**config.mk**
```make
export PLATFORM = sky130hd
export DESIGN_NAME = deq_front
export DESIGN_NICKNAME = d
export VERILOG_FILES = /design/src/rtl/core/assert_macros.svh /design/src/rtl/core/deq_pkg.sv /design/src/rtl/core/deq_front.sv
export SDC_FILE = /design/constraint.sdc
export NUM_CORES = 1
export LEC_CHECK = 0
export BUFFER_PORTS_ARGS = -buffer_cell sky130_fd_sc_hd__buf_4
export CAP_MARGIN = 5
export CORE_ASPECT_RATIO = 1.4
export CORE_UTILIZATION = 40
export DETAILED_ROUTE_END_ITERATION = 8
export PLACE_DENSITY = 0.73
export SKIP_CTS_REPAIR_TIMING = 1
export SLEW_MARGIN = 20
export SYNTH_ARGS = -nofsm -noshare
export SYNTH_HDL_FRONTEND = slang
export SYNTH_SLANG_ARGS = --single-unit
```
**constraint.sdc**
```tcl
create_clock -name clk -period 1.9 [get_ports clk]
set_input_delay 0.095 -clock clk [delete_from_list [all_inputs] [get_ports clk]]
set_output_delay 0.095 -clock clk [all_outputs]
set_load 0.02 [all_outputs]
```
**src/rtl/core/assert_macros.svh**
```systemverilog
// assertion macros shared by the deque rtl
// no dependencies; taken in by the modules that check their own logic
`ifndef ASSERT_MACROS_SVH
`define ASSERT_MACROS_SVH

// property must hold at every clock edge outside reset
`define DEQ_ASSERT(label, clk, rst, prop) \
  label: assert property (@(posedge clk) disable iff (rst) (prop)) \
    else $error("deque check failed");

// when pre holds, post must hold in the next cycle
`define DEQ_ASSERT_NEXT(label, clk, rst, pre, post) \
  label: assert property (@(posedge clk) disable iff (rst) (pre) |=> (post)) \
    else $error("deque check failed");

`endif

```
**src/rtl/core/deq_pkg.sv**
```systemverilog
// shared types and codes for the deque unit
// no dependencies; used by every module of the block
`default_nettype none

package deq_pkg;

  // operation codes on the op port
  localparam logic [2:0] OP_PUSH_FRONT = 3'd0;
  localparam logic [2:0] OP_PUSH_BACK  = 3'd1;
  localparam logic [2:0] OP_POP_FRONT  = 3'd2;
  localparam logic [2:0] OP_POP_BACK   = 3'd3;
  localparam logic [2:0] OP_READ       = 3'd4;
  localparam logic [2:0] OP_CLEAR      = 3'd5;

  // classified command kinds carried to the back end
  localparam logic [2:0] KIND_PUSH_FRONT = 3'd0;
  localparam logic [2:0] KIND_PUSH_BACK  = 3'd1;
  localparam logic [2:0] KIND_POP_FRONT  = 3'd2;
  localparam logic [2:0] KIND_POP_BACK   = 3'd3;
  localparam logic [2:0] KIND_READ       = 3'd4;
  localparam logic [2:0] KIND_CLEAR      = 3'd5;
  localparam logic [2:0] KIND_NOP        = 3'd6;

  // status codes
  localparam logic [1:0] ST_OK    = 2'd0;
  localparam logic [1:0] ST_EMPTY = 2'd1;
  localparam logic [1:0] ST_FULL  = 2'd2;
  localparam logic [1:0] ST_RANGE = 2'd3;

  // result queue sizing
  localparam int OUT_DEPTH = 4;
  localparam int OUT_AW    = 2;
  localparam int OUT_LW    = 3;

  typedef logic [OUT_LW-1:0] out_lvl_t;
  typedef logic [OUT_AW-1:0] out_ptr_t;

  typedef struct packed {
    logic [2:0]  kind;
    logic [31:0] value;
    logic [8:0]  position;
  } cmd_t;

  typedef struct packed {
    logic [31:0] value;
    logic [8:0]  count;
    logic [1:0]  status;
  } res_t;

endpackage

`default_nettype wire

```
**src/rtl/core/deq_front.sv**
```systemverilog
// front end: accepts operation beats, classifies them, holds them in a
// two-entry command queue; depends on deq_pkg
`default_nettype none

module deq_front (
  input  wire logic              clk,
  input  wire logic              rst,
  input  wire logic              push,
  output logic                   full,
  input  wire logic [2:0]        op,
  input  wire logic [31:0]       push_value,
  input  wire logic [8:0]        position,
  output logic                   cmd_valid,
  input  wire logic              cmd_take,
  output deq_pkg::cmd_t          cmd
);

  deq_pkg::cmd_t q [2];
  logic          wr_ptr;
  logic          rd_ptr;
  logic [1:0]    level;
  logic          accept;
  logic [2:0]    kind;

  assign full      = (level == 2'd2);
  assign accept    = push && !full;
  assign cmd_valid = (level != 2'd0);
  assign cmd       = q[rd_ptr];

  // map op codes to command kinds, unused codes become no-ops
  always_comb begin
    unique case (op)
      deq_pkg::OP_PUSH_FRONT: kind = deq_pkg::KIND_PUSH_FRONT;
      deq_pkg::OP_PUSH_BACK:  kind = deq_pkg::KIND_PUSH_BACK;
      deq_pkg::OP_POP_FRONT:  kind = deq_pkg::KIND_POP_FRONT;
      deq_pkg::OP_POP_BACK:   kind = deq_pkg::KIND_POP_BACK;
      deq_pkg::OP_READ:       kind = deq_pkg::KIND_READ;
      deq_pkg::OP_CLEAR:      kind = deq_pkg::KIND_CLEAR;
      default:                kind = deq_pkg::KIND_NOP;
    endcase
  end

  // command queue payload
  always_ff @(posedge clk) begin
    if (accept) begin
      q[wr_ptr] <= '{kind: kind, value: push_value, position: position};
    end
  end

  // command queue pointers and level
  always_ff @(posedge clk) begin
    if (rst) begin
      wr_ptr <= 1'b0;
      rd_ptr <= 1'b0;
      level  <= 2'd0;
    end else begin
      if (accept) begin
        wr_ptr <= ~wr_ptr;
      end
      if (cmd_take) begin
        rd_ptr <= ~rd_ptr;
      end
      level <= level + 2'(accept) - 2'(cmd_take);
    end
  end

endmodule

`default_nettype wire

```
# Word-level counts from Yosys, hierarchy flattened
# Memories as Yosys holds them, arrays and structs flattened. A register that Yosys moved wholly into a read port is not among the register bits.
# Cells that the tools add are included.
# totals
ram_bits	88
in_bits	48
elab_cells	23
memories	1
ff_bits	4
# memory_table
name	depth	word_bits	read_ports	rd_clocked_by_memory_dff	wr	line_no	rtl
q	2	44	1	1	1	deq_front.sv:18	deq_pkg::cmd_t q [2];
# op_classes
n_eq_ne	6
n_reduce_logical	4
muxes	5
bitwise	2
addsub	2
# ops
operator	n
3-bit one-hot mux with 6 select lines	1
3-bit by 2-bit equality test with 1-bit output (second input constant)	2
3-bit equality test (second input constant)	2
1-bit 2-to-1 mux	4
3-bit by 1-bit equality test with 1-bit output (second input constant)	1
3-bit zero test	1
2-bit by 1-bit adder with 2-bit output	1
2-bit equality test (second input constant)	1
1-bit inverter	2
2-bit nonzero test	1
2-bit by 1-bit subtractor with 2-bit output	1
1-bit logical AND	1
1-bit zero test	1

# Longest topological paths before layout
# Gate-level depths: netlist of the first run.
# depth
ltp_word	5
mapped_depth	8
ltp_nobuf	8

# Worst setup path after synthesis of the first run
# Ideal clock, no wire load.
# synth_path
kind	register to register
startpoint	reg level[0]
endpoint	mem q[0][0] in the netlist's numbering, enable pin
period_less_slack_ns	2.117
setup_time_ns	0.398
setup_slack_ns	-0.217
path_stages_with_launch	5
required_time_ns	1.502
arrival_time_ns	1.719
cell_sequence	dfxtp_1 nand2b_2 inv_2 or3_1 inv_1
# synth_via
elab_chain_cells	5
# synth_lines
element	line_no	rtl
start: declaration	deq_front.sv:21	logic [1:0] level;
start signal: assignment	deq_front.sv:63	level <= level + 2'(accept) - 2'(cmd_take);
2-bit equality test	deq_front.sv:25	assign full = (level == 2'd2);
net full	deq_front.sv:9	output logic full,
1-bit zero test	deq_front.sv:26	assign accept = push && !full;
1-bit logical AND	deq_front.sv:26	
1-bit 2-to-1 mux	deq_front.sv:45	if (accept) begin
1-bit 2-to-1 mux (not written as such)	deq_front.sv:46	q[wr_ptr] <= '{kind: kind, value: push_value, position: position};
end: declaration	deq_front.sv:18	
# The timed path passes the listed nets, and every way through them passes these cells.

# Final worst setup path of the first run
# layout_path
startpoint	reg level[0]
endpoint	mem q[0][17] in the netlist's numbering, enable pin
# layout_via
elab_chain_cells	5
# layout_lines
element	line_no
2-bit equality test	deq_front.sv:25
1-bit zero test	deq_front.sv:26
1-bit logical AND	deq_front.sv:26
1-bit 2-to-1 mux	deq_front.sv:45
1-bit 2-to-1 mux (not written as such)	deq_front.sv:46
# Every way passes these cells.

==> impl_results.md, run 1 <==
* Reg-to-reg endpoint: q[0][17]
* Via-per-instance ratio at 4.578
* DR pass1 iterations at 4
* Register area share after synthesis at 79.91%
* GRT Residual Overflow at 0
* Detail Route Antenna Nets at 0
* Total power at 5.084 mW
* First-pass GRT wire length at 8.300 mm
* Total GRT Usage at 13.20%
* Die Height at 111.6 um
* CTS Buf Count at 9
* Internal reg-to-reg setup slack at 300 ps
* CTS tree: yes
* CTS Root Cell: clkbuf_16
* Yosys warns at 0
* Gate Count Post-Synth at 166
* Outcome: completed
* Final TNS setup at 0 ps
* Synthesized area at 3432 um^2
* Crit path cell chain: nand2b_2 > inv_2 > or3_1 > clkinvlp_4 > buf_12
* Worst Hold Class: in -> reg
* Total number of vias at 1909
* Worst R2R Start: level[0]
* Crit path DAT at 1610 ps
* Clock Path Buffers at 2
* Gpl congestion at about 0.70
* Fmax at approximately 620 MHz
* Core ar. at 8247 um^2
* Most frequent cells in the layout: 93 x buf_4, 88 x edfxtp_1, 44 x mux2_2, 44 x dlygate4sd3_1, 9 x clkbuf_16
* Clock Power Share at between 30% and 40%
* Setup crit start: level[0]
* Worst setup endpoint: q[0][17]
* Period minus WS final at 1601 ps
* Htree depth at 3
* Drt wl/cell at 14.41 um
* Static leakage at 1.886 nW
* Final WL at approximately 6.0 mm
* Setup slack after layout at between 200 and 300 ps
* CP top delay family: simple AND/OR/NAND/NOR gates
* Skew-Pair Late Insertion Delay at 330 ps
* Flop pwr share at 49.6%
* Largest net degree at the start of global routing at between 40 and 50
* Peak VDD IR at 0.0006580 V
* Final hold violation count at 0
* Initial Utilization at 41.62%
* Reg clk slew, reported paths at 60 ps
* Setup crit end kind: flop
* Vias in the first global route at 1741
* Logic gate share of total power at 19.5%
* Final setup viols at 0
* Buffers added on ports at 93
* Critical Path Stages at 5
* Period Utilization, post-route at roughly 84%
* Avg Cell Area, Syn at approximately 21 um^2
* CP Launch Type: flop
* Most common cell after layout, fill and taps aside: buf_4
* Max-Cap Viols at 0
* Die Area at 8960 um^2
* Switch Pwr at about 1.2 mW
* Critical path peak fanout at 44
* Switching Share at 23.61%
* 1st-iter DRT viols at 75
* Rel. slew slack at approximately 80%
* CP Class: reg -> reg
* Layout Nets at 360
* R2R cell count at 5
* Share of layout cells above drive strength 1 at around half
* Internal power at 3.884 mW
* CTS sink count at a little over 90
* Slew @ Worst Pin at between 200 and 300 ps
* Die Wd at 80.29 um
* Initial antenna violation count at 0
* Area growth, synth to finish at 44.88%
* Slew Limit Fails at 0
* Placement Rows at 39
* Drc violations at 0
* I/O Pins at 94
* WP buf/inv at 3
* Net count after synthesis at between 200 and 250
* Count of different cell masters after synthesis at 23
* Antenna Cells at 0
* Post-place setup slack at between 300 and 400 ps
* RSZ-0062 raised after global routing: no
* Crit-path max cell delay at about 360 ps
* Crit-path slowest cell: or3_1
* Worst Clk Skew at around 3.7 ps
* FF+latch count, synth at 93
* Req. time, crit path at 1910 ps
* Pwr dens at 1022 nW/um^2
## sequential cells by signal, indices dropped and copies added, names as in the netlist, named ones only
| register | flops |
|---|---|
| rd_ptr | 1 |
| q | 88 |
| wr_ptr | 1 |
| level | 2 |
## synthesized netlist by cell type
| master | n | area share (%) |
|---|---|---|
| nor2b_1 | 1 | 0.18 |
| nand2b_2 | 1 | 0.26 |
| dfxtp_1 | 5 | 2.9 |
| buf_6 | 4 | 1.3 |
| buf_2 | 1 | 0.15 |
| nor3_1 | 1 | 0.15 |
| xnor2_1 | 1 | 0.26 |
| clkbuf_1 | 2 | 0.22 |
| a21oi_1 | 1 | 0.15 |
| xor2_1 | 1 | 0.26 |
| edfxtp_1 | 88 | 77 |
| nor2_1 | 3 | 0.33 |
| or2_2 | 1 | 0.18 |
| nand2_1 | 1 | 0.11 |
| mux2_2 | 44 | 14 |
| a21boi_0 | 1 | 0.22 |
| ha_1 | 2 | 0.73 |
| o21ai_0 | 1 | 0.15 |
| inv_2 | 1 | 0.11 |
| and2_1 | 1 | 0.18 |
| inv_1 | 3 | 0.33 |
| and3_2 | 1 | 0.22 |
| or3_1 | 1 | 0.18 |
## cell type report
type / count / area (um^2)
Tap cell: 102 / 127.6
Fill cell: 623 / 3274
Sequential cell: 93 / 2744
Clock buffer: 14 / 254.0
Multi-Input combinational cell: 62 / 616.8
Timing Repair Buffer: 140 / 1199
Inverter: 4 / 18.77
Clock inverter: 2 / 12.51
## how the worst min path moves through the flow
| stage | slack (ps) | depth (start not counted) | endpoint | from |
|---|---|---|---|---|
| 6_report | 50 | 3 | flop | cmd_take |
| 5_1_grt | 80 | 3 | flop | cmd_take |
| 4_1_cts | -60 | 1 | q[0][3] | position[3] |
| 3_5_place_dp | 280 | 1 | q[0][33] | push_value[24] |
| 3_3_place_gp | 280 | 1 | q[0][12] | push_value[3] |
| 2_1_floorplan | 160 | 1 | wr_ptr | rst |
## worst reg2reg max path, delay by kind of cell (launching register included)
kind          cells  cell delay, ps
buf+inv           3             400
simple gates      2             510
flops             1             340
## power groups by stage
| stage | combinational (mW) | clock [mW] | sequential, mW |
|---|---|---|---|
| 6_report | 0.990 | 1.57 | 2.52 |
| 5_1_grt | 1.06 | 1.69 | 2.53 |
| 4_1_cts | 0.932 | 1.61 | 2.52 |
| 3_5_place_dp | 0.929 | 0 | 2.56 |
| 3_3_place_gp | 0.918 | 0 | 2.55 |
| 2_1_floorplan | 0.537 | 0 | 2.55 |
## routing by layer
metal / GRT usage, % / vias up / wire, um
met5: 0 / - / 0
met4: 9.286 / 0 / 165
met3: 3.361 / 14 / 280
met2: 23.59 / 58 / 3237
met1: 12.82 / 911 / 2325
li1: - / 926 / -
## through the flow
stage	std cells	area [um^2]	utilization [%]	hold WS, ps
2_1_floorplan	166	3436	-	164.1
3_3_place_gp	357	4265	51.72	281.1
3_5_place_dp	357	4265	51.72	282.4
4_1_cts	373	4532	54.95	-64.29
5_1_grt	417	4972	60.29	82.00
6_report	417	4972	60.29	49.66
## cell families (layout without fill, tap and decap cells)
kind of cell,after synthesis,count (layout),share of synthesized area [%]
mux,44,44,14.44
simple gates,11,11,1.787
fa+ha+maj,2,2,0.7290
buf+inv,11,160,2.114
xor+xnor,2,2,0.5105
flops,93,93,79.91
compound gates,3,3,0.5102
Note: power is estimated with default switching activity, not from simulation.
==> run 2, diff against run 1 <==
PLACE_DENSITY = 0.71   (was 0.73)
clock period = 1.7 ns   (was 1.9 ns; I/O delays follow)
==> impl_results.md, run 2 (synthesis results as in run 1) <==
* Req. time, crit path at 1620 ps (-290 ps)
* RSZ-0062 raised after global routing: no
* Critical path peak fanout at 26 (-41%)
* Crit path DAT at 1460 ps (-150 ps)
* Die Wd at 80.29 um (unchanged)
* Non-filler cells, final at 419 (+0.48%)
* Buffers added on ports at 93 (unchanged)
* GRT Residual Overflow at 0 (unchanged)
* Share of layout cells above drive strength 1 at 51.10% (+0.95 points)
* Gpl congestion at 0.6917 (-0.92%)
* DR pass1 iterations at 4 (unchanged)
* I/O Pins at 94 (unchanged)
* Final TNS setup at 0 ps (unchanged)
* Hold Path End: rd_ptr
* Post-place setup slack at 163.4 ps (-139.7 ps)
* Worst R2R Start: level[0]
* Layout Nets at 362 (+0.56%)
* Outcome: completed
* Period minus WS final at 1548 ps
* Post-Route Utilization at 60.76% (+0.47 points)
* Max-Cap Viols at 0 (unchanged)
* Total GRT Usage at 13.23% (+0.025 points)
* Fmax at 646.2 MHz
* Setup crit end kind: output port
* Hold Crit Start: cmd_take
* Static leakage at 1.909 nW (+1.2%)
* Final hold violation count at 0 (unchanged)
* CP Launch Type: flop
* Max reg flops at 88 (unchanged)
* Detail Route Antenna Nets at 0 (unchanged)
* Worst Hold Margin at 30.21 ps (-19.45 ps)
* Top reg by flops: q
* CTS tree: yes
* Total power at 5.749 mW (+13%)
* CTS Buf Count at 9 (unchanged)
* Drt wl/cell at 14.45 um (+0.27%)
* Area growth, synth to finish at 46.01%
* Design area at 5011 um^2 (+0.78%)
* Hold depth at 3 (unchanged)
* Via-per-instance ratio at 4.628 (+1.1%)
* Final setup viols at 0 (unchanged)
* Antenna Cells at 0 (unchanged)
* CTS sink count at 93 (unchanged)
* Placed standard-cell area at 4294 um^2 (+0.67%)
* Clock Path Buffers at 2 (unchanged)
* Htree depth at 3 (unchanged)
* First-pass GRT wire length at 8.473 mm (+2.1%)
* Most common cell after layout, fill and taps aside: buf_4
* Peak VDD IR at 0.0005724 V (-13%)
* CTS Root Cell: clkbuf_16
* Internal reg-to-reg setup slack at 180 ps (-120 ps)
* Period Utilization, post-route at 91.03%
* Die Height at 111.6 um (unchanged)
* Drc violations at 0 (unchanged)
* 1st-iter DRT viols at 76 (+1.3%)
* Setup slack after layout at 152.4 ps (-146.8 ps)
* Pwr dens at 1147 nW/um^2 (+12%)
* Most frequent cells in the layout: 94 x buf_4, 88 x edfxtp_1, 44 x mux2_2, 44 x dlygate4sd3_1, 9 x clkbuf_16
* Placement Rows at 39 (unchanged)
* Die Area at 8960 um^2 (unchanged)
* Reg-to-reg endpoint: level[1]
* Post-DP HPWL at 3.718 mm
* Slew Limit Fails at 0 (unchanged)
* Skew-Pair Late Insertion Delay at 330 ps (about the same)
* Worst Hold Class: in -> reg
* Core ar. at 8247 um^2 (unchanged)
* Worst Clk Skew at 5.116 ps (+1.384 ps)
* Final WL at 6.053 mm (+0.75%)
* Placed insts at 359 (+0.56%)
* Total number of vias at 1939 (+1.6%)
* Initial antenna violation count at 0 (unchanged)
* Slew @ Worst Pin at 258.2 ps (-33.88 ps)
* Largest net degree at the start of global routing at 45 (unchanged)
* Reg clk slew, reported paths at 60 ps (about the same)
* Largest regs: q (88), level (2)
* CP Class: reg -> out
* Rel. slew slack at 82.79% (+2.4 points)
* Initial Utilization at 41.62% (unchanged)
* R2R cell count at 8 (+3)
* Vias in the first global route at 1825 (+4.8%)
## run 2: cell count changes in the layout (fill, tap and decap cells not counted), sizes merged
cell / previous run / this run
buf: 96 / 98
clkinvlp: 2 / 1
clkinv: 1 / 2
## run 2: final cells by class
class                      instances  area, um^2
clock buffer                      14       264.0
clock inverter                     2       8.758
fill                             614        3236
inverter                           4       21.27
multi-input combinational         62       626.9
sequential                        93        2745
tap                              102       127.6
timing repair buffer             142        1217
## run 2: how the worst max path moves through the flow
stage / slack (ps) / cells after the start / from / endpoint
finish: 150 / 3 / flop / cmd[41]
detailed placement: 160 / 8 / level[0] / level[1]
floorplan: 10 / 4 / level[0] / q[0][0]
global placement: 240 / 5 / level[0] / q[0][30]
global route: 70 / 8 / level[0] / level[1]
CTS: 40 / 3 / flop / cmd[34]
## run 2: routing by layer
metal | up-vias | part of all wire [%] | wire, um | global-route usage, %
met1 | 942 | 38 | 2314 | 14.06
met3 | 10 | 5.5 | 331 | 5.738
met2 | 58 | 55 | 3299 | 22.17
met4 | 0 | 1.8 | 108 | 6.310
met5 | - | 0 | 0 | 0
li1 | 929 | - | - | -
## run 2: worst max-delay path, stage by stage (launching register included)
cell and delay (ps):
dfxtp_2 330, buf_6 240, mux2_2 380, buf_4 160
## run 2: where the power goes
part | switching (mW) | internal [mW]
registers | 0.0525 | 2.77
logic | 0.566 | 0.571
clock network | 0.729 | 1.06
total | 1.35 | 4.40
