File: src/rtl/core/assert_macros.svh
// assertion macros shared by the deque rtl
// no dependencies; taken in by the modules that check their own logic
`ifndef ASSERT_MACROS_SVH
`define ASSERT_MACROS_SVH

// property must hold at every clock edge outside reset
`define DEQ_ASSERT(label, clk, rst, prop) \
  label: assert property (@(posedge clk) disable iff (rst) (prop)) \
    else $error("deque check failed");

// when pre holds, post must hold in the next cycle
`define DEQ_ASSERT_NEXT(label, clk, rst, pre, post) \
  label: assert property (@(posedge clk) disable iff (rst) (pre) |=> (post)) \
    else $error("deque check failed");

`endif

File: src/rtl/core/deq_pkg.sv
// shared types and codes for the deque unit
// no dependencies; used by every module of the block
`default_nettype none

package deq_pkg;

  // operation codes on the op port
  localparam logic [2:0] OP_PUSH_FRONT = 3'd0;
  localparam logic [2:0] OP_PUSH_BACK  = 3'd1;
  localparam logic [2:0] OP_POP_FRONT  = 3'd2;
  localparam logic [2:0] OP_POP_BACK   = 3'd3;
  localparam logic [2:0] OP_READ       = 3'd4;
  localparam logic [2:0] OP_CLEAR      = 3'd5;

  // classified command kinds carried to the back end
  localparam logic [2:0] KIND_PUSH_FRONT = 3'd0;
  localparam logic [2:0] KIND_PUSH_BACK  = 3'd1;
  localparam logic [2:0] KIND_POP_FRONT  = 3'd2;
  localparam logic [2:0] KIND_POP_BACK   = 3'd3;
  localparam logic [2:0] KIND_READ       = 3'd4;
  localparam logic [2:0] KIND_CLEAR      = 3'd5;
  localparam logic [2:0] KIND_NOP        = 3'd6;

  // status codes
  localparam logic [1:0] ST_OK    = 2'd0;
  localparam logic [1:0] ST_EMPTY = 2'd1;
  localparam logic [1:0] ST_FULL  = 2'd2;
  localparam logic [1:0] ST_RANGE = 2'd3;

  // result queue sizing
  localparam int OUT_DEPTH = 4;
  localparam int OUT_AW    = 2;
  localparam int OUT_LW    = 3;

  typedef logic [OUT_LW-1:0] out_lvl_t;
  typedef logic [OUT_AW-1:0] out_ptr_t;

  typedef struct packed {
    logic [2:0]  kind;
    logic [31:0] value;
    logic [8:0]  position;
  } cmd_t;

  typedef struct packed {
    logic [31:0] value;
    logic [8:0]  count;
    logic [1:0]  status;
  } res_t;

endpackage

`default_nettype wire

File: src/rtl/core/deq_out_fifo.sv
// result queue: four-entry buffer between the back end and the result port
// depends on deq_pkg, assert_macros.svh
`default_nettype none

`include "assert_macros.svh"

module deq_out_fifo (
  input  wire logic              clk,
  input  wire logic              rst,
  input  wire logic              in_valid,
  input  wire deq_pkg::res_t     in_res,
  output deq_pkg::out_lvl_t      level,
  output logic                   empty,
  input  wire logic              pop,
  output deq_pkg::res_t          head
);

  deq_pkg::res_t     q [deq_pkg::OUT_DEPTH];
  deq_pkg::out_ptr_t wr_ptr;
  deq_pkg::out_ptr_t rd_ptr;
  logic              take;

  assign empty = (level == '0);
  assign take  = pop && !empty;
  assign head  = q[rd_ptr];

  // payload
  always_ff @(posedge clk) begin
    if (in_valid) begin
      q[wr_ptr] <= in_res;
    end
  end

  // pointers and level
  always_ff @(posedge clk) begin
    if (rst) begin
      wr_ptr <= '0;
      rd_ptr <= '0;
      level  <= '0;
    end else begin
      if (in_valid) begin
        wr_ptr <= wr_ptr + deq_pkg::out_ptr_t'(1);
      end
      if (take) begin
        rd_ptr <= rd_ptr + deq_pkg::out_ptr_t'(1);
      end
      level <= level + deq_pkg::out_lvl_t'(in_valid) - deq_pkg::out_lvl_t'(take);
    end
  end

  `DEQ_ASSERT(a_level_bound, clk, rst, level <= deq_pkg::out_lvl_t'(deq_pkg::OUT_DEPTH))
  `DEQ_ASSERT(a_no_overflow, clk, rst,
    !in_valid || (level < deq_pkg::out_lvl_t'(deq_pkg::OUT_DEPTH)) || take)

endmodule

`default_nettype wire

File: config.mk
export PLATFORM = sky130hd
export DESIGN_NAME = deq_out_fifo
export DESIGN_NICKNAME = d
export VERILOG_FILES = /design/src/rtl/core/deq_pkg.sv /design/src/rtl/core/deq_out_fifo.sv
export VERILOG_INCLUDE_DIRS = /design/src /design/src/rtl/core
export SDC_FILE = /design/constraint.sdc
export NUM_CORES = 1
export LEC_CHECK = 0
export BUFFER_PORTS_ARGS = -buffer_cell sky130_fd_sc_hd__buf_2
export CAP_MARGIN = 40
export CORE_MARGIN = 2
export CORE_UTILIZATION = 51
export CTS_BUF_LIST = sky130_fd_sc_hd__clkbuf_4 sky130_fd_sc_hd__clkbuf_8 sky130_fd_sc_hd__clkbuf_16
export DETAILED_ROUTE_END_ITERATION = 12
export PLACE_DENSITY = 0.81
export SLEW_MARGIN = 10
export SYNTH_ARGS = -nofsm -noshare
export SYNTH_HDL_FRONTEND = slang
export SYNTH_SLANG_ARGS = --single-unit
File: constraint.sdc
create_clock -name clk -period 2 [get_ports clk]
set_input_delay 0.1 -clock clk [delete_from_list [all_inputs] [get_ports clk]]
set_output_delay 0.1 -clock clk [all_outputs]
set_load 0.02 [all_outputs]
Word level (Yosys, flattened, before mapping):

Memories as Yosys holds them, arrays and structs flattened. A register that Yosys moved wholly into a read port is not among the register bits.
Index checks and enable logic that the tools add are counted.
Widths: inputs -> output; s select.

* register bits after elaboration: 7
* RAM bits: 172
* input port bits: 47
* output and inout port bits: 47
* memories kept: 1

* add/sub/neg operators: 4
* muxes and demuxes: 4
* reductions and logical operators: 3

Memory list
* q: words 4, bits a word 43, read ports 1, clocked after memory_dff 1, wr ports 1, line deq_out_fifo.sv:18 `deq_pkg::res_t q [deq_pkg::OUT_DEPTH];`

Operators by type and width (number)
* $add 2x1->2 const B: 2
* $mux 2: 2
* $add 3x1->3: 1
* $logic_not 3->1: 1
* $sub 3x1->3: 1
* $mux 1: 2
* $logic_and 1x1->1: 1
* $logic_not 1->1: 1

Depth between registers and ports, before layout:

Gate-level depths: netlist of run 1.

* depth in word-level cells: 5
* gate-level depth with buffers: 8
* mapped depth without buffers: 8

Worst setup path before layout of run 1:

OpenSTA, ideal clock, no wires.

* kind: register to register
* start point: register wr_ptr[0]
* end point: memory q[2][0] (netlist bit) (enable)
* setup time: 0.405 ns
* arrival time: 1.578 ns
* data required time: 1.595 ns
* setup slack: 0.018 ns
* stages on the path, launching flop included: 4
* path buffers: 0
* clock period less this slack: 1.982 ns
* cell sequence: dfxtp_1 inv_1 ha_1 and2_1

RTL lines
* from (decl): line deq_out_fifo.sv:19 `deq_pkg::out_ptr_t wr_ptr;`
* from (signal assigned): line deq_out_fifo.sv:42 `wr_ptr <= wr_ptr + deq_pkg::out_ptr_t'(1);`
* to (decl): line deq_out_fifo.sv:18

No word-level cell before the write port.

==> impl_metrics.env, run 1 <==
export IMPL_skew_ns=0.00475
export IMPL_die_height_um=119
export IMPL_grt_antenna_before_repair=1
export IMPL_critical_path_slowest_cell="mux4_1"
export IMPL_syn_inst=269
export IMPL_cts_buffer_depth=2
export IMPL_fin_ws_ns=0.0817
export IMPL_dp_cells=534
export IMPL_final_common_cell="edfxtp_1"
export IMPL_peakVddDrop_mv=0.715
export IMPL_p_leak_nw=2.98
export IMPL_htreeDepth=4
export IMPL_cp_max_fo=23
export IMPL_ys_seq_area_share_pct=79.5
export IMPL_required_ns=1.90
export IMPL_instances_no_fill=612
export IMPL_critPathArrivalTime_ns=1.82
export IMPL_relSlewSlack_pct=69.9
export IMPL_ant_nets=0
export IMPL_dr_pass1_iters=4
export IMPL_critical_path_max_stage_delay_ns=0.62
export IMPL_die_area_sq_um=14100
export IMPL_hold_viol=0
export IMPL_async_flop_share_pct=0
export IMPL_rows=41
export IMPL_fill_cells=857
export IMPL_synthFlopType="edfxtp_1"
export IMPL_post_place_ws_ns=0.0512
export IMPL_r2r_start="level[2]"
export IMPL_grt_usage_pct=17.7
export IMPL_grt_pass1_wl_um=18300
export IMPL_routedWlPerCell_um=19.2
export IMPL_cts_root_buffer="clkbuf_16"
export IMPL_ys_types=21
export IMPL_synth_top_area_share_pct=76.8
export IMPL_area_delta_synth_final_pct=26.9
export IMPL_min_path_type="in -> reg"
export IMPL_gp_congestion=0.622
export IMPL_drt_iter0_drc=231
export IMPL_path_class="reg -> out"
export IMPL_dr_total_vias=3213
export IMPL_hpwlAfterDp_um=6570
export IMPL_die_x_um=119
export IMPL_nets=480
export IMPL_grt_max_degree=44
export IMPL_yosysTopAreaCell="edfxtp_1"
export IMPL_critical_path_buf_inv_count=2
export IMPL_io_pins=94
export IMPL_drv_slew=0
export IMPL_core_area_sq_um=12700
export IMPL_endpoint="head[42]"
export IMPL_ff2ff_path_depth=8
export IMPL_r2r_end="level[2]"
export IMPL_synth_edff_count=172
export IMPL_synth_area_leaders="edfxtp_1, mux4_2, dfxtp_1"
export IMPL_worstSetupEndpointType="output pin"
export IMPL_wirelength_um=11700
export IMPL_initial_utilization_pct=52.8
export IMPL_startpoint_type="flip-flop"
export IMPL_layout_drive_gt1_share_pct=41.7
export IMPL_syn_num_nets=323
export IMPL_drc=0
export IMPL_via_per_inst=5.25
export IMPL_tightest_slew_ns=0.451
export IMPL_yosysWarnings=0
export IMPL_final_cell_mix="edfxtp_1, buf_2, dlygate4sd3_1, mux4_2, clkbuf_16"
export IMPL_cts_made_buffers=17
export IMPL_synth_seq_cells=181
export IMPL_reg2reg_setup_slack_ns=0.09
export IMPL_cts_tree="done"
export IMPL_status="complete, no violations"
export IMPL_syn_cell_area_sq_um=6720
export IMPL_cp_cell_sequence="buf_12 -> mux4_1 -> buf_2"
export IMPL_p_per_area_nw_per_um2=1190
export IMPL_fin_crit_ns=1.92
export IMPL_grt_pass1_vias=3513
export IMPL_clk_latency_ns=0.42
export IMPL_syn_avg_cell_area_sq_um=25.0
export IMPL_clk_pin_slew_ns=0.06
export IMPL_fmax_mhz=521
export IMPL_cp_top_family="multiplexers"
export IMPL_maxCapViolCount=0
export IMPL_port_buffers=93
export IMPL_cp_depth=3
export IMPL_setup_viol=0
export IMPL_post_route_period_util_pct=95.9
export IMPL_grt_ovfl_total=0
export IMPL_cts_sinks=181
## cells by family (layout without fill, tap and decap cells)
logic type | after synthesis | after routing | share of synthesized area (%)
AND/OR/NAND/NOR | 14 | 14 | 1.06
other | 0 | 1 | 0
multiplexers | 47 | 47 | 15.2
AO/OA/AOI/OAI | 2 | 2 | 0.261
flip-flops | 181 | 181 | 79.5
adder cells (fa/ha/maj) | 7 | 7 | 1.41
buffers and inverters | 16 | 186 | 2.05
XOR/XNOR | 2 | 2 | 0.465
## through the flow
| step | utilization, % | total power [mW] | hold slack (ns) | instance area [sq um] | setup TNS, ns |
|---|---|---|---|---|---|
| detailed placement | 58.4 | 6.55 | 0.318 | 7430 | 0 |
| global route | 67.0 | 10.5 | 0.0842 | 8530 | -0.00593 |
| CTS | 66.9 | 10.2 | 0.0451 | 8520 | 0 |
| floorplan | - | 6.01 | 0.199 | 6720 | 0 |
| finish | 67.0 | 10.1 | 0.0675 | 8530 | 0 |
| global placement | 58.4 | 6.49 | 0.309 | 7430 | 0 |
## power breakdown
group / internal, mW / switching [mW]
Combinational: 0.961 / 1.09
Sequential: 4.38 / 0.0811
Clock: 2.35 / 1.28
Total: 7.69 / 2.45
## metal layers
metal | global-route usage, % | vias up | part of all wire, %
met5 | 0 | - | 0
met4 | 7.59 | 0 | 1.7
met3 | 4.39 | 16 | 4.2
met2 | 29.6 | 95 | 51
met1 | 22.2 | 1653 | 43
li1 | - | 1449 | -
## worst register-to-register path, stage by stage, from the launching register on
cell and delay [ns]:
dfxtp_2 0.34, o31a_1 0.31, ha_1 0.27, inv_1 0.06, ha_1 0.15, inv_1 0.05, fa_1 0.37, xnor3_1 0.20
nor2_1 0.04
## cell usage after synthesis (2+ instances only)
cell and number:
and2_1 4, buf_12 4, buf_2 4, clkbuf_1 2, dfxtp_1 9, edfxtp_1 172, ha_1 6, inv_1 5
mux2_2 3, mux4_1 3, mux4_2 40, nor2_1 6, nor2b_1 3
## sequential cells by signal, indices dropped and copies added (netlist names), named ones only
signal	flops
wr_ptr	2
q	172
rd_ptr	2
level	3
## repair_timing
item / in CTS / in global routing
endpoints found under the hold margin: 177 / 0
resized for setup: 0 / 1
hold buffers: 44 / 0
setup endpoints to repair: 0 / 1
setup buffers: 0 / 1
## worst min path at each step
stage                     cells past startpoint  slack (ns)        end       start
after CTS                                     3        0.05  wr_ptr[1]    in_valid
after detailed placement                      1        0.32   q[1][26]  in_res[26]
after global routing                          3        0.08  wr_ptr[0]    in_valid
final                                         3        0.07  wr_ptr[1]    in_valid
after global placement                        1        0.31   q[3][33]  in_res[33]
after floorplan                               0        0.20    q[0][0]   in_res[0]
## layout make-up
class                   count  area (sq um)  area share (%)
diodes                      1          2.50          0.0293
clock buffers              19           440            5.16
clock inverters            13           210            2.46
inverters                   5          18.8           0.220
multi-input cells          72          1240            14.6
flip-flops and latches    181          5350            62.7
well taps                 172           215            2.52
repair buffers            149          1050            12.3
Power figures use the tool's default switching activity.
==> run 2: changes to the inputs <==
CORE_UTILIZATION = 57   (was 51)
PLACE_DENSITY = 0.85   (was 0.81)
clock period = 1.8 ns   (was 2 ns; I/O delays follow)
==> impl_metrics.env, run 2 (same netlist as run 1, synthesis figures left out) <==
export IMPL_maxCapViolCount=0
export IMPL_initial_utilization_pct=58.6
export IMPL_cp_max_fo=2
export IMPL_setup_tns_ns=-1.32
export IMPL_hpwlAfterDp_um=6810
export IMPL_skew_ns=0.00631
export IMPL_critPathArrivalTime_ns=2.23
export IMPL_cts_sinks=181
export IMPL_final_common_cell="edfxtp_1"
export IMPL_layout_drive_gt1_share_pct=44.7
export IMPL_grt_pass1_wl_um=19300
export IMPL_fin_ws_ns=-0.0801
export IMPL_peakVddDrop_mv=0.998
export IMPL_die_area_sq_um=12700
export IMPL_status="complete, but fails checks"
export IMPL_p_per_area_nw_per_um2=1310
export IMPL_register_area_sq_um=5360
export IMPL_place_area_sq_um=7460
export IMPL_drt_iter0_drc=220
export IMPL_dr_pass1_iters=4
export IMPL_p_int_mw=8.75
export IMPL_antennaDiodeCount=0
export IMPL_rsz0062_at_grt="true"
export IMPL_die_height_um=113
export IMPL_port_buffers=93
export IMPL_nets=492
export IMPL_drc=0
export IMPL_area_delta_synth_final_pct=32.4
export IMPL_worstSetupEndpointType="flip-flop"
export IMPL_htreeDepth=4
export IMPL_largest_reg_flops=172
export IMPL_core_area_sq_um=11500
export IMPL_grt_pass1_vias=3630
export IMPL_path_class="reg -> reg"
export IMPL_post_route_cell_area_sq_um=8900
export IMPL_top_register="q"
export IMPL_final_cell_mix="edfxtp_1, buf_2, buf_6, dlygate4sd3_1, mux4_2"
export IMPL_cts_made_buffers=17
export IMPL_post_route_period_util_pct=104
export IMPL_io_pins=94
export IMPL_post_place_ws_ns=-0.0588
export IMPL_fin_crit_ns=1.88
export IMPL_finalPower_mw=11.7
export IMPL_relSlewSlack_pct=70.7
export IMPL_violations="negative setup slack"
export IMPL_clk_pin_slew_ns=0.06
export IMPL_wirelength_um=12700
export IMPL_routedWlPerCell_um=21.3
export IMPL_fmax_mhz=532
export IMPL_cts_root_buffer="clkbuf_16"
export IMPL_die_x_um=113
export IMPL_fill_cells=586
export IMPL_hold_viol=0
export IMPL_dr_total_vias=3304
export IMPL_required_ns=2.15
export IMPL_min_path_type="in -> reg"
export IMPL_grt_max_degree=32
export IMPL_clkPwrFrac_pct=30.9
export IMPL_p_seq_share_pct=42.6
export IMPL_grt_usage_pct=20.9
export IMPL_grt_ovfl_total=0
export IMPL_p_sw_share_pct=25.0
export IMPL_tightest_slew_ns=0.433
export IMPL_startpoint_type="flip-flop"
export IMPL_cts_buffer_depth=2
export IMPL_p_leak_nw=3.12
export IMPL_pwr_share_comb_pct=26.5
export IMPL_rows=39
export IMPL_drv_slew=0
export IMPL_cts_tree="done"
export IMPL_final_util_pct=77.6
export IMPL_ant_nets=0
export IMPL_clk_latency_ns=0.42
export IMPL_grt_antenna_before_repair=0
export IMPL_multi_input_area_sq_um=1240
export IMPL_setup_viol=40
export IMPL_via_per_inst=5.57
export IMPL_reg_largest_list="q (172), level (3)"
export IMPL_p_sw_mw=2.92
export IMPL_gp_congestion=0.688
## run 2: cell count changes in the layout (fill, tap and decap cells not counted), sizes merged
| cell | previous run | this run |
|---|---|---|
| bufinv | 6 | 3 |
| clkinvlp | 0 | 2 |
| buf | 105 | 117 |
| diode | 1 | 0 |
## run 2: repair_timing
| action | 4_1_cts | 5_1_grt |
|---|---|---|
| setup endpoints to repair | 41 | 45 |
| endpoints found under the hold margin | 177 | 0 |
| gates resized for setup | 77 | 29 |
| hold buffers | 44 | 0 |
| pin swaps | 1 | 1 |
| setup buffers | 5 | 1 |
| gates cloned | 2 | 0 |
## run 2: area by class of cell
type | instances | area share, %
Sequential cell | 181 | 60.2
Inverter | 5 | 0.211
Multi-Input combinational cell | 72 | 13.9
Clock buffer | 19 | 4.95
Timing Repair Buffer | 161 | 17.2
Clock inverter | 12 | 1.55
Tap cell | 143 | 2.01
## run 2: per-stage QoR
| stage | std cells | hold slack [ns] |
|---|---|---|
| floorplan | 269 | 0.189 |
| global placement | 510 | 0.299 |
| detailed placement | 510 | 0.305 |
| CTS | 592 | 0.0196 |
| global route | 593 | 0.0638 |
| finish | 593 | 0.0289 |
## run 2: power by group through the flow
stage               Combinational, mW  Clock, mW  Sequential (mW)
CTS                              2.97       3.64             4.97
global placement                 2.18          0             5.08
finish                           3.09       3.61             4.97
floorplan                        1.63          0             5.06
detailed placement               2.23          0             5.10
global route                     3.28       3.80             4.99
## run 2: worst paths after layout
kind / from / to / slack, ns / cells after the start
worst max-delay path: level[2] / level[2] / -0.08 / 8
worst min-delay path: in_valid / wr_ptr[0] / 0.03 / 3
worst min register to register: wr_ptr[0] / wr_ptr[0] / 0.57 / 2
worst max register to register: level[2] / level[2] / -0.08 / 8
## run 2: per-layer routing
metal	track usage, %	vias to the layer above	part of all wire, %
met5	0	-	0
met4	8.94	0	1.9
met3	5.02	21	5.0
met2	36.7	109	54
met1	24.9	1708	39
li1	-	1466	-
## run 2: critical path, stage by stage, from the launching register on
cell	delay, ns
dfxtp_4	0.34
o31a_1	0.30
ha_1	0.27
inv_1	0.06
ha_2	0.17
inv_2	0.04
fa_2	0.33
xnor3_1	0.18
nor2_1	0.11
==> run 3: changes to the inputs <==
CELL_PAD_IN_SITES_DETAIL_PLACEMENT = 1   (was unset)
CELL_PAD_IN_SITES_GLOBAL_PLACEMENT = 1   (was unset)
CORE_UTILIZATION = 50   (was 57)
MAX_ROUTING_LAYER = met4   (was unset)
==> impl_metrics.env, run 3 (same netlist as run 1, synthesis figures left out) <==
export IMPL_status="complete, but fails checks"
export IMPL_violations="negative setup slack"
export IMPL_clk_latency_ns=0.42
export IMPL_cts_sinks=181
export IMPL_p_per_area_nw_per_um2=1260
export IMPL_wirelength_um=13500
export IMPL_holdPathStages=3
export IMPL_layout_drive_gt1_share_pct=44.9
export IMPL_ant_nets=0
export IMPL_skew_ns=0.0169
export IMPL_initial_utilization_pct=51.0
export IMPL_routed_top_layer="met4"
export IMPL_clk_pin_slew_ns=0.06
export IMPL_cp_top_family="multiplexers"
export IMPL_tightest_slew_ns=0.465
export IMPL_nets=493
export IMPL_cts_root_buffer="clkbuf_16"
export IMPL_dr_total_vias=3301
export IMPL_path_class="reg -> out"
export IMPL_grt_antenna_before_repair=0
export IMPL_dp_cells=546
export IMPL_antennaDiodeCount=0
export IMPL_fin_crit_ns=1.89
export IMPL_area_delta_synth_final_pct=29.4
export IMPL_required_ns=1.71
export IMPL_grt_ovfl_total=0
export IMPL_wl_met1_um=5280
export IMPL_finalPower_mw=11.0
export IMPL_largest_reg_flops=172
export IMPL_cp_depth=4
export IMPL_peakVddDrop_mv=0.759
export IMPL_hold_ws_ns=0.0484
export IMPL_cp_max_fo=6
export IMPL_cp_cell_sequence="buf_12 -> buf_12 -> mux4_2 -> buf_6"
export IMPL_port_buffers=93
export IMPL_worstSetupEndpointType="output pin"
export IMPL_die_x_um=120
export IMPL_hold_viol=0
export IMPL_top_register="q"
export IMPL_post_route_cell_area_sq_um=8700
export IMPL_gp_congestion=0.697
export IMPL_routedWlPerCell_um=21.5
export IMPL_cts_tree="done"
export IMPL_post_route_period_util_pct=105
export IMPL_post_place_ws_ns=-0.103
export IMPL_htreeDepth=4
export IMPL_dr_pass1_iters=4
export IMPL_maxCapViolCount=0
export IMPL_min_path_type="in -> reg"
export IMPL_critical_path_buf_inv_count=3
export IMPL_place_area_sq_um=7500
export IMPL_reg_largest_list="q (172), level (3)"
export IMPL_final_common_cell="edfxtp_1"
export IMPL_via_per_inst=5.26
export IMPL_fill_cells=1107
export IMPL_instances_no_fill=628
export IMPL_drv_slew=0
export IMPL_hpwlAfterDp_um=8380
export IMPL_ff2ff_path_depth=8
export IMPL_setup_viol=35
export IMPL_final_cell_mix="edfxtp_1, buf_2, dlygate4sd3_1, mux4_2, buf_6"
export IMPL_critPathArrivalTime_ns=1.80
export IMPL_relSlewSlack_pct=69.0
export IMPL_grt_pass1_vias=3700
export IMPL_met2_length_um=7490
export IMPL_drt_iter0_drc=289
export IMPL_rows=42
export IMPL_grt_usage_pct=20.8
export IMPL_critical_path_max_stage_delay_ns=0.53
export IMPL_dr_wl_met3_um=565
export IMPL_fmax_mhz=529
export IMPL_final_util_pct=65.9
export IMPL_setup_tns_ns=-1.32
export IMPL_die_area_sq_um=14400
export IMPL_drc=0
export IMPL_rsz0062_at_grt="true"
export IMPL_grt_max_degree=29
export IMPL_die_height_um=120
export IMPL_grt_pass1_wl_um=20700
export IMPL_cts_made_buffers=17
export IMPL_io_pins=94
export IMPL_fin_ws_ns=-0.0917
export IMPL_critical_path_slowest_cell="mux4_2"
export IMPL_cts_buffer_depth=2
export IMPL_core_area_sq_um=13200
export IMPL_startpoint_type="flip-flop"
export IMPL_p_leak_nw=3.05
export IMPL_crit_top_cell="buf_12"
==> run 3: cell types whose count changed in the layout (fill, tap and decap cells not counted), sizes merged <==
| cell | previous run | this run |
|---|---|---|
| buf | 117 | 118 |
| clkbuf | 19 | 20 |
| bufinv | 3 | 0 |
| clkinv | 7 | 11 |
| clkinvlp | 2 | 1 |
==> run 3: final cells by class <==
class / count / area (sq um) / area share (%)
Tap cell: 176 / 220 / 2.53
Timing Repair Buffer: 162 / 1350 / 15.6
Inverter: 5 / 18.8 / 0.216
Clock buffer: 20 / 448 / 5.15
Multi-Input combinational cell: 72 / 1230 / 14.2
Clock inverter: 12 / 65.1 / 0.748
Sequential cell: 181 / 5360 / 61.6
==> run 3: what timing repair did <==
action,CTS,global route
setup buffers,5,1
setup endpoints to repair,41,45
hold buffers,44,0
gates cloned,0,0
endpoints found under the hold margin,177,0
pin swaps,1,0
gates resized for setup,21,45
==> run 3: per-layer routing <==
layer,track usage (%),vias to the layer above
met5,-,-
met1,24.7,1722
met4,7.87,0
met3,5.80,18
met2,34.2,98
li1,-,1463
==> run 3: power by group <==
part	switching (mW)	internal, mW
clock network	1.40	1.78
registers	0.109	4.88
logic	1.36	1.47
total	2.86	8.12
==> run 3: path summary, 6_finish.rpt <==
check | start | end | slack (ns)
setup / recovery | flip-flop | head[25] | -0.09
hold reg to reg | rd_ptr[1] | rd_ptr[1] | 0.58
setup reg to reg | level[0] | level[2] | -0.09
hold / removal | in_valid | wr_ptr[1] | 0.05
==> run 3: tightest hold or removal path: stages <==
cell and delay, ns:
buf_2 0.17, mux2i_1 0.10, nor2_1 0.08
